$ cat config.mk
export PLATFORM = sky130hd
export DESIGN_NAME = mtbdp_ctrl
export DESIGN_NICKNAME = d
export VERILOG_FILES = /design/src/sv/mtbdp_pkg.sv /design/src/sv/mtbdp_ctrl.sv
export VERILOG_INCLUDE_DIRS = /design/src /design/src/sv
export SDC_FILE = /design/constraint.sdc
export NUM_CORES = 1
export LEC_CHECK = 0
export BUFFER_PORTS_ARGS = -buffer_cell sky130_fd_sc_hd__buf_4
export CAP_MARGIN = 25
export CORE_AREA = 2 2 39 41
export DETAILED_ROUTE_END_ITERATION = 8
export DIE_AREA = 0 0 41 43
export PLACE_DENSITY = 0.48
export SLEW_MARGIN = 20
export SYNTH_ARGS = -nofsm -noshare
export SYNTH_HDL_FRONTEND = slang
export SYNTH_SLANG_ARGS = --single-unit
$ cat constraint.sdc
create_clock -name aclk -period 4.1 [get_ports aclk]
set_input_delay 0.615 -clock aclk [delete_from_list [all_inputs] [get_ports aclk]]
set_output_delay 0.615 -clock aclk [all_outputs]
set_load 0.03 [all_outputs]
$ cat src/sv/min_trips_two_bin_subset_dp_top_macros.svh
// Assertion macros used by the control block of the trip planner.
`ifndef MIN_TRIPS_TWO_BIN_SUBSET_DP_TOP_MACROS_SVH
`define MIN_TRIPS_TWO_BIN_SUBSET_DP_TOP_MACROS_SVH
`ifndef ASSERT_OFF
// property checked while out of reset
`define MTBDP_ASSERT(lbl, clk, rstn, prop, msg) \
    lbl: assert property (@(posedge clk) disable iff (!rstn) prop) else $error(msg);
// property checked on every edge, reset included
`define MTBDP_ASSERT_ALWAYS(lbl, clk, prop, msg) \
    lbl: assert property (@(posedge clk) prop) else $error(msg);
`else
`define MTBDP_ASSERT(lbl, clk, rstn, prop, msg)
`define MTBDP_ASSERT_ALWAYS(lbl, clk, prop, msg)
`endif
`endif

$ cat src/sv/mtbdp_pkg.sv
`default_nettype none
package mtbdp_pkg;

    localparam int MAX_ITEMS_DEF    = 10;
    localparam int MAX_CAPACITY_DEF = 128;

    localparam int WEIGHT_W   = 8;
    localparam int TRIPS_W    = 4;
    localparam int CFG_ADDR_W = 1;
    localparam int CFG_DATA_W = 8;

    localparam logic [CFG_ADDR_W-1:0] REG_CAPACITY_A = 1'b0;
    localparam logic [CFG_ADDR_W-1:0] REG_CAPACITY_B = 1'b1;

    // trip count meaning "no cover"
    localparam logic [TRIPS_W-1:0] NO_COVER = 4'd15;

    typedef struct packed {
        logic load;       // store accepted weight
        logic fit_start;  // last item taken: restart at mask 1
        logic fit_step;   // fold one item into the sum bitmap
        logic fit_write;  // store the one-trip flag, next mask
        logic dp_start;   // new DP mask: reset best and submask
        logic dp_issue;   // read one candidate submask
        logic dp_drain;   // fold last candidate, write DP entry
        logic out_done;   // result transfer complete
    } cmd_t;

    typedef struct packed {
        logic scan_last;  // item index at last loaded item
        logic mask_last;  // mask is the full set
        logic sub_zero;   // submask enumeration at its end
    } sts_t;

endpackage
`default_nettype wire

$ cat src/sv/mtbdp_ctrl.sv
`default_nettype none
`include "min_trips_two_bin_subset_dp_top_macros.svh"
module mtbdp_ctrl
    import mtbdp_pkg::*;
(
    input  wire logic aclk,
    input  wire logic aresetn,
    input  wire logic s_valid,
    output logic      s_ready,
    input  wire logic s_last_item,
    output logic      m_valid,
    input  wire logic m_ready,
    input  wire sts_t sts,
    output cmd_t      cmd
);

    localparam logic [2:0] S_LOAD      = 3'd0;
    localparam logic [2:0] S_FIT_SCAN  = 3'd1;
    localparam logic [2:0] S_FIT_WRITE = 3'd2;
    localparam logic [2:0] S_DP_START  = 3'd3;
    localparam logic [2:0] S_DP_ISSUE  = 3'd4;
    localparam logic [2:0] S_DP_DRAIN  = 3'd5;
    localparam logic [2:0] S_OUT       = 3'd6;

    logic [2:0] state_reg, state_next;

    always_comb begin
        state_next = state_reg;
        cmd        = '0;
        s_ready    = 1'b0;
        m_valid    = 1'b0;
        case (state_reg)
            S_LOAD: begin
                s_ready = 1'b1;
                if (s_valid) begin
                    cmd.load = 1'b1;
                    if (s_last_item) begin
                        cmd.fit_start = 1'b1;
                        state_next    = S_FIT_SCAN;
                    end
                end
            end
            S_FIT_SCAN: begin
                cmd.fit_step = 1'b1;
                if (sts.scan_last) begin
                    state_next = S_FIT_WRITE;
                end
            end
            S_FIT_WRITE: begin
                cmd.fit_write = 1'b1;
                state_next    = sts.mask_last ? S_DP_START : S_FIT_SCAN;
            end
            S_DP_START: begin
                cmd.dp_start = 1'b1;
                state_next   = S_DP_ISSUE;
            end
            S_DP_ISSUE: begin
                cmd.dp_issue = 1'b1;
                if (sts.sub_zero) begin
                    state_next = S_DP_DRAIN;
                end
            end
            S_DP_DRAIN: begin
                cmd.dp_drain = 1'b1;
                state_next   = sts.mask_last ? S_OUT : S_DP_START;
            end
            S_OUT: begin
                m_valid = 1'b1;
                if (m_ready) begin
                    cmd.out_done = 1'b1;
                    state_next   = S_LOAD;
                end
            end
            default: begin
                state_next = S_LOAD;
            end
        endcase
    end

    always_ff @(posedge aclk) begin
        if (!aresetn) begin
            state_reg <= S_LOAD;
        end else begin
            state_reg <= state_next;
        end
    end

    `MTBDP_ASSERT_ALWAYS(a_no_overlap, aclk, !(s_ready && m_valid), "ready and valid overlap")
    `MTBDP_ASSERT(a_out_to_load, aclk, aresetn, (m_valid && m_ready) |=> s_ready, "no return to load")
    `MTBDP_ASSERT(a_issue_drain, aclk, aresetn, (state_reg == S_DP_ISSUE && sts.sub_zero) |=> (state_reg == S_DP_DRAIN), "issue did not drain")
    `MTBDP_ASSERT(a_last_start, aclk, aresetn, (s_valid && s_ready && s_last_item) |=> (state_reg == S_FIT_SCAN), "last item did not start scan")

endmodule
`default_nettype wire

==> results.md, run 1 <==
- Die width: 41 um
- Starting density of the core: 0.217
- Layer with the highest usage: met2
- First-pass GRT wire length: 1.17 mm
- Clock Sinks: 3
- Vias in the first global route: 289
- Worst vdd ir: 0.159 mV
- Number of flip-flops in the largest register: 3
- Met2 Track Usage GR: 0.156
- Switching share of power: 0.488
- Worst-Margin Slew: 0.396 ns
- CTS tree: done
- Post-synth top area share: 0.200
- # port buffers: 17
- Height of the die: 43 um
- Cell Area, Placed: 420 um2
- Post-Syn Nets: 46
- Total grt overflow: 0
- CTS H-Tree Depth: 1
- # rows: 14
- Internal: 154 uW
- Placed Cells: 68
- Skew-Pair Late Insertion Delay: 0.23 ns
- Sequential power share: 0.216
- Max Slew Vio Count: 0
- Synth top area cells: dfxtp_1 20%, buf_6 7.5%, o311a_1 6.7%
- IO Count: 18
- Iter 0 DRT Violations: 7
- Synth cell types: 23
- Fill cells: 155
- Grt met1 use: 0.0994
- Min Tclk post-route: 1.96 ns
- Total die area: 0.00176 mm2
- Layout cells sized above 1: 0.411
- Synth area leader: dfxtp_1
- Status: complete, no violations
- Finished Layout Cells: 72
- Resized Gates After CTS: 0
- Post-CTS Setup Inserts: 0
- PwrDens: 674 mW/mm2
- Max Cap Viol: 0
- Vias: 336
- DRC: 0
- Average wire per standard cell: 10.7 um
- Required time worst endpoint: 3.48 ns
- Routed wire length: 767 um
- Via-to-Cell Ratio: 4.67
- Hold crit path type: reg2reg
- Core area: 0.00138 mm2
- Final ANT Viol Nets: 0
- Initial antenna violation count: 0
- Reg-to-reg setup timing slack: 2.62 ns
- CTS Buf Count: 3
- FMAX: 510 MHz
- Most common cell after layout, fill and taps aside: buf_4
- Rel. slew slack: 0.736
- Critical path type: reg2out
- Pin count of the biggest net entering global routing: 13
- # hold bufs at CTS: 0
- Final Hold Viols: 0
- Crit path launch type: register
- Leak: 0.000219 uW
- Syn Area/Cell: 7.90 um2
- Final setup vio count: 0
- Psw: 147 uW
- Yosys warns: 0
- Combinational share of power: 0.609
- Unrepaired setup endpoints after global routing: no
- Aggregate global-route resource usage: 0.102
- GPL Wtd Cong: 0.690
- Dpl ws: 2.39 ns
- Post-synthesis sequential element count: 3
- Root Buffer: clkbuf_4
- Fin nets: 65
- Fin crit share: 0.478
- First-pass DRT Iterations: 3
- Worst Setup Slack, final: 2.14 ns
- Antenna cell count: 0
- Clk pwr share: 0.175
- Cells after synthesis: 38
- Setup Total Neg Slack: 0 ns
- CP endpoint kind: output pin
- Bufs on Longest Clock Path: 2
- Fin area: 447 um2
- Clock skew: 0.00323 ns
- Hold WS: 0.610 ns
- Grt met3 use: 0.0471
- Final HPWL DP: 598 um
- Post-synthesis sequential area ratio: 0.200
- Commonest non-fill, non-tap cells in the layout: 17 x buf_4, 4 x nor2_1
- Crit Path Max Fanout: 12
- Layout area overhead: 48.7%
- Netlist Area Pre-Place: 300 um2
- CP Data Arrival Time: 1.35 ns
- Reg clk slew, reported paths: 0.04 ns
==> logic make-up (layout without fill, tap and decap cells) <==
kind of cell,count (synthesis),count (layout),share of synthesized area
AO/OA/AOI/OAI,10,10,0.287
flip-flops,3,3,0.200
buffers and inverters,5,23,0.117
multiplexers,1,1,0.0333
AND/OR/NAND/NOR,19,19,0.362
==> metrics by stage <==
stage | utilization | power (uW)
5_1_grt | 0.323 | 326
2_1_floorplan | - | 205
6_report | 0.323 | 301
4_1_cts | 0.323 | 306
3_3_place_gp | 0.304 | 251
3_5_place_dp | 0.304 | 251
==> synth_stat cells <==
| cell type | count |
|---|---|
| nor2_1 | 4 |
| and3_1 | 3 |
| dfxtp_1 | 3 |
| nand3_1 | 3 |
| and2_1 | 2 |
| buf_6 | 2 |
| inv_1 | 2 |
| nor3_1 | 2 |
| o21bai_1 | 2 |
| o311a_1 | 2 |
| a211o_1 | 1 |
| a21oi_2 | 1 |
| a21oi_4 | 1 |
| buf_2 | 1 |
| mux2i_1 | 1 |
| nand2_1 | 1 |
| nand2b_1 | 1 |
| nand3b_1 | 1 |
| o21ai_0 | 1 |
| o21ai_1 | 1 |
| o31ai_1 | 1 |
| or3b_1 | 1 |
| or3b_4 | 1 |
==> power groups by stage <==
| stage | Combinational, uW | Clock (uW) | Sequential, uW |
|---|---|---|---|
| after floorplan | 162 | 0 | 43.7 |
| after global placement | 185 | 0 | 65.2 |
| after detailed placement | 185 | 0 | 66.0 |
| after CTS | 185 | 54.5 | 65.7 |
| after global routing | 199 | 58.2 | 69.0 |
| final | 183 | 52.5 | 65.1 |
==> worst max-delay path, stage by stage (launching register included) <==
cell	delay [ns]
dfxtp_1	0.55
nand2_1	0.13
nor2_1	0.13
and2_1	0.14
buf_4	0.15
==> final timing paths <==
kind                     start      endpoint  cells after the start
hold / removal    state_reg[0]  state_reg[0]                      2
setup / recovery  state_reg[1]        cmd[0]                      4
hold reg to reg   state_reg[0]  state_reg[0]                      2
setup reg to reg  state_reg[0]  state_reg[2]                      4
==> metal layers <==
metal,part of all wire,vias up
li1,-,176
met1,0.44,151
met2,0.52,9
met3,0.042,0
met4,0,0
met5,0,-
==> final cells by class <==
| type | instances | area, um2 | share of cell area |
|---|---|---|---|
| clock buffer | 4 | 26.3 | 0.0588 |
| inverter | 2 | 7.51 | 0.0168 |
| multi-input combinational | 30 | 205 | 0.459 |
| sequential | 3 | 60.1 | 0.134 |
| tap | 16 | 20.0 | 0.0448 |
| timing repair buffer | 17 | 128 | 0.286 |
Note: power is estimated with default switching activity, not from simulation.
==> inputs of run 2 (changes only) <==
- clock period: 4.1 -> 1.9 ns (I/O delays scaled with it)
==> run 2 against run 1 <==
  * Clock skew shrank 0.00083 ns
  * Setup slack lost 1.8 ns
  * Global-route usage shrank 0.30 points
  * Combinational power grew 130%
  * Non-clock buffer count grew 1
  * Sequential share of layout area shrank 0.37 points
  * Hold slack lost 0.30 ns
  * Via count shrank 0.30%
  * Wire length shrank 0.39%
  * Core utilization grew 0.90 points
  * Clock-buffer cell count is the same
  * Largest cell class unchanged
  * Largest power group unchanged
  * Highest routed layer unchanged
==> results.md, run 2 (synthesis results as in run 1) <==
- FMAX: 638 MHz
- CP startpoint: state_reg[1]
- Vias in the first global route: 319 (+10%)
- Clock skew: 0.00240 ns (-0.000835 ns)
- Skew-Pair Late Insertion Delay: 0.23 ns (about the same)
- CTS H-Tree Depth: 1 (unchanged)
- Crit Path Max Fanout: 7 (-5)
- Fill cells: 156 (+0.65%)
- Fin nets: 66 (+1.5%)
- Post-CTS Setup Inserts: 0 (unchanged)
- Worst r2r path cells: 4 (unchanged)
- PwrDens: 1450 mW/mm2 (+110%)
- Final ANT Viol Nets: 0 (unchanged)
- Rel. slew slack: 0.803 (+0.0670)
- Layout cells sized above 1: 0.439 (+0.0279)
- Max Slew Vio Count: 0 (unchanged)
- CTS tree: done
- Clock Sinks: 3 (unchanged)
- # port buffers: 17 (unchanged)
- Max Cap Viol: 0 (unchanged)
- Core area: 0.00138 mm2 (unchanged)
- Routed wire length: 764 um (-0.39%)
- IO Count: 18 (unchanged)
- Initial antenna violation count: 0 (unchanged)
- CTS Buf Count: 3 (unchanged)
- Bufs on Longest Clock Path: 2 (unchanged)
- Antenna cell count: 0 (unchanged)
- Min Tclk post-route: 1.57 ns
- Final setup vio count: 0 (unchanged)
- # rows: 14 (unchanged)
- Final HPWL DP: 612 um (+2.3%)
- Sequential Area: 60.1 um2 (unchanged)
- R2r startpoint: state_reg[0]
- CP Data Arrival Time: 1.28 ns (-0.07 ns)
- Vias: 335 (-0.30%)
- # hold bufs at CTS: 0 (unchanged)
- Via-to-Cell Ratio: 4.59 (-1.7%)
- Area of the multi-input gates: 210 um2 (+2.4%)
- Most common cell after layout, fill and taps aside: buf_4
- Worst vdd ir: 0.610 mV (+280%)
- DRC: 0 (unchanged)
- Hold crit path type: in2reg
- Final Hold Viols: 0 (unchanged)
- Finished Layout Cells: 73 (+1.4%)
- Final core occ: 0.332 (+0.00904)
- Unrepaired setup endpoints after global routing: no
- Setup Total Neg Slack: 0 ns (unchanged)
- Height of the die: 43 um (unchanged)
- Leak: 0.000226 uW (+3.0%)
- Number of flip-flops in the largest register: 3 (unchanged)
- Starting density of the core: 0.217 (unchanged)
- Worst-Margin Slew: 0.295 ns (-0.100 ns)
- Critical path type: reg2out
- Iter 0 DRT Violations: 2 (-5)
- Aggregate global-route resource usage: 0.0993 (-0.00301)
- Status: complete, no violations
- Root Buffer: clkbuf_4
- Layout area overhead: 52.9%
- Reg-to-reg setup timing slack: 0.44 ns (-2.18 ns)
- First-pass DRT Iterations: 4 (+1)
- Critical path capture point: cmd[6]
- Placed Cells: 69 (+1.5%)
- Crit path launch type: register
- CP endpoint kind: output pin
- Resized Gates After CTS: 0 (unchanged)
- Total grt overflow: 0 (unchanged)
- Reg clk slew, reported paths: 0.04 ns (about the same)
- Hold WS: 0.314 ns (-0.296 ns)
- Pin count of the biggest net entering global routing: 11 (-2)
- FF-to-FF End: state_reg[2]
- First-pass GRT wire length: 1.24 mm (+5.3%)
- Fin crit share: 0.825
- Die width: 41 um (unchanged)
- Commonest non-fill, non-tap cells in the layout: 18 x buf_4, 4 x nor2_1
- Average wire per standard cell: 10.5 um (-1.8%)
- Required time worst endpoint: 1.62 ns (-1.86 ns)
- Total die area: 0.00176 mm2 (unchanged)
- GPL Wtd Cong: 0.769 (+11%)
run 2: worst min-delay path by stage:
stage                  from      endpoint  slack, ns  depth (start not counted)
floorplan           aresetn  state_reg[1]       0.42                          1
global placement    aresetn  state_reg[0]       0.55                          3
detailed placement  aresetn  state_reg[0]       0.56                          3
CTS                 aresetn  state_reg[0]       0.31                          3
global route        aresetn  state_reg[1]       0.32                          2
finish              aresetn  state_reg[0]       0.31                          3
run 2: layout make-up:
type / count / share of cell area
multi-input combinational: 30 / 0.458
timing repair buffer: 18 / 0.294
sequential: 3 / 0.131
clock buffer: 4 / 0.0572
tap: 16 / 0.0436
inverter: 2 / 0.0163
run 2: metal layers:
metal / share of wire / vias up / global-route usage
met5: 0 / - / 0
met4: 0 / 0 / 0.0200
met3: 0.092 / 0 / 0.0471
met2: 0.47 / 12 / 0.163
met1: 0.43 / 146 / 0.112
li1: - / 177 / -
run 2: report_power, final:
group	switching, uW	leakage [uW]	internal [uW]
clock	33.3	0.0000150	78.7
sequential	46.7	0.0000248	85.3
combinational	240	0.000186	180
total	320	0.000226	344
run 2: critical path, stage by stage (launching register included):
cell and delay (ns):
dfxtp_1 0.45, buf_4 0.20, nor3_2 0.05, and3_1 0.19, buf_4 0.16
run 2: metrics by stage:
stage                     total power [uW]  cell area (um2)  setup WS [ns]
final                                  665              459          0.332
after global routing                   720              459          0.158
after detailed placement               558              433          0.414
after global placement                 556              433          0.428
after CTS                              675              459          0.311
after floorplan                        450              305          0.206
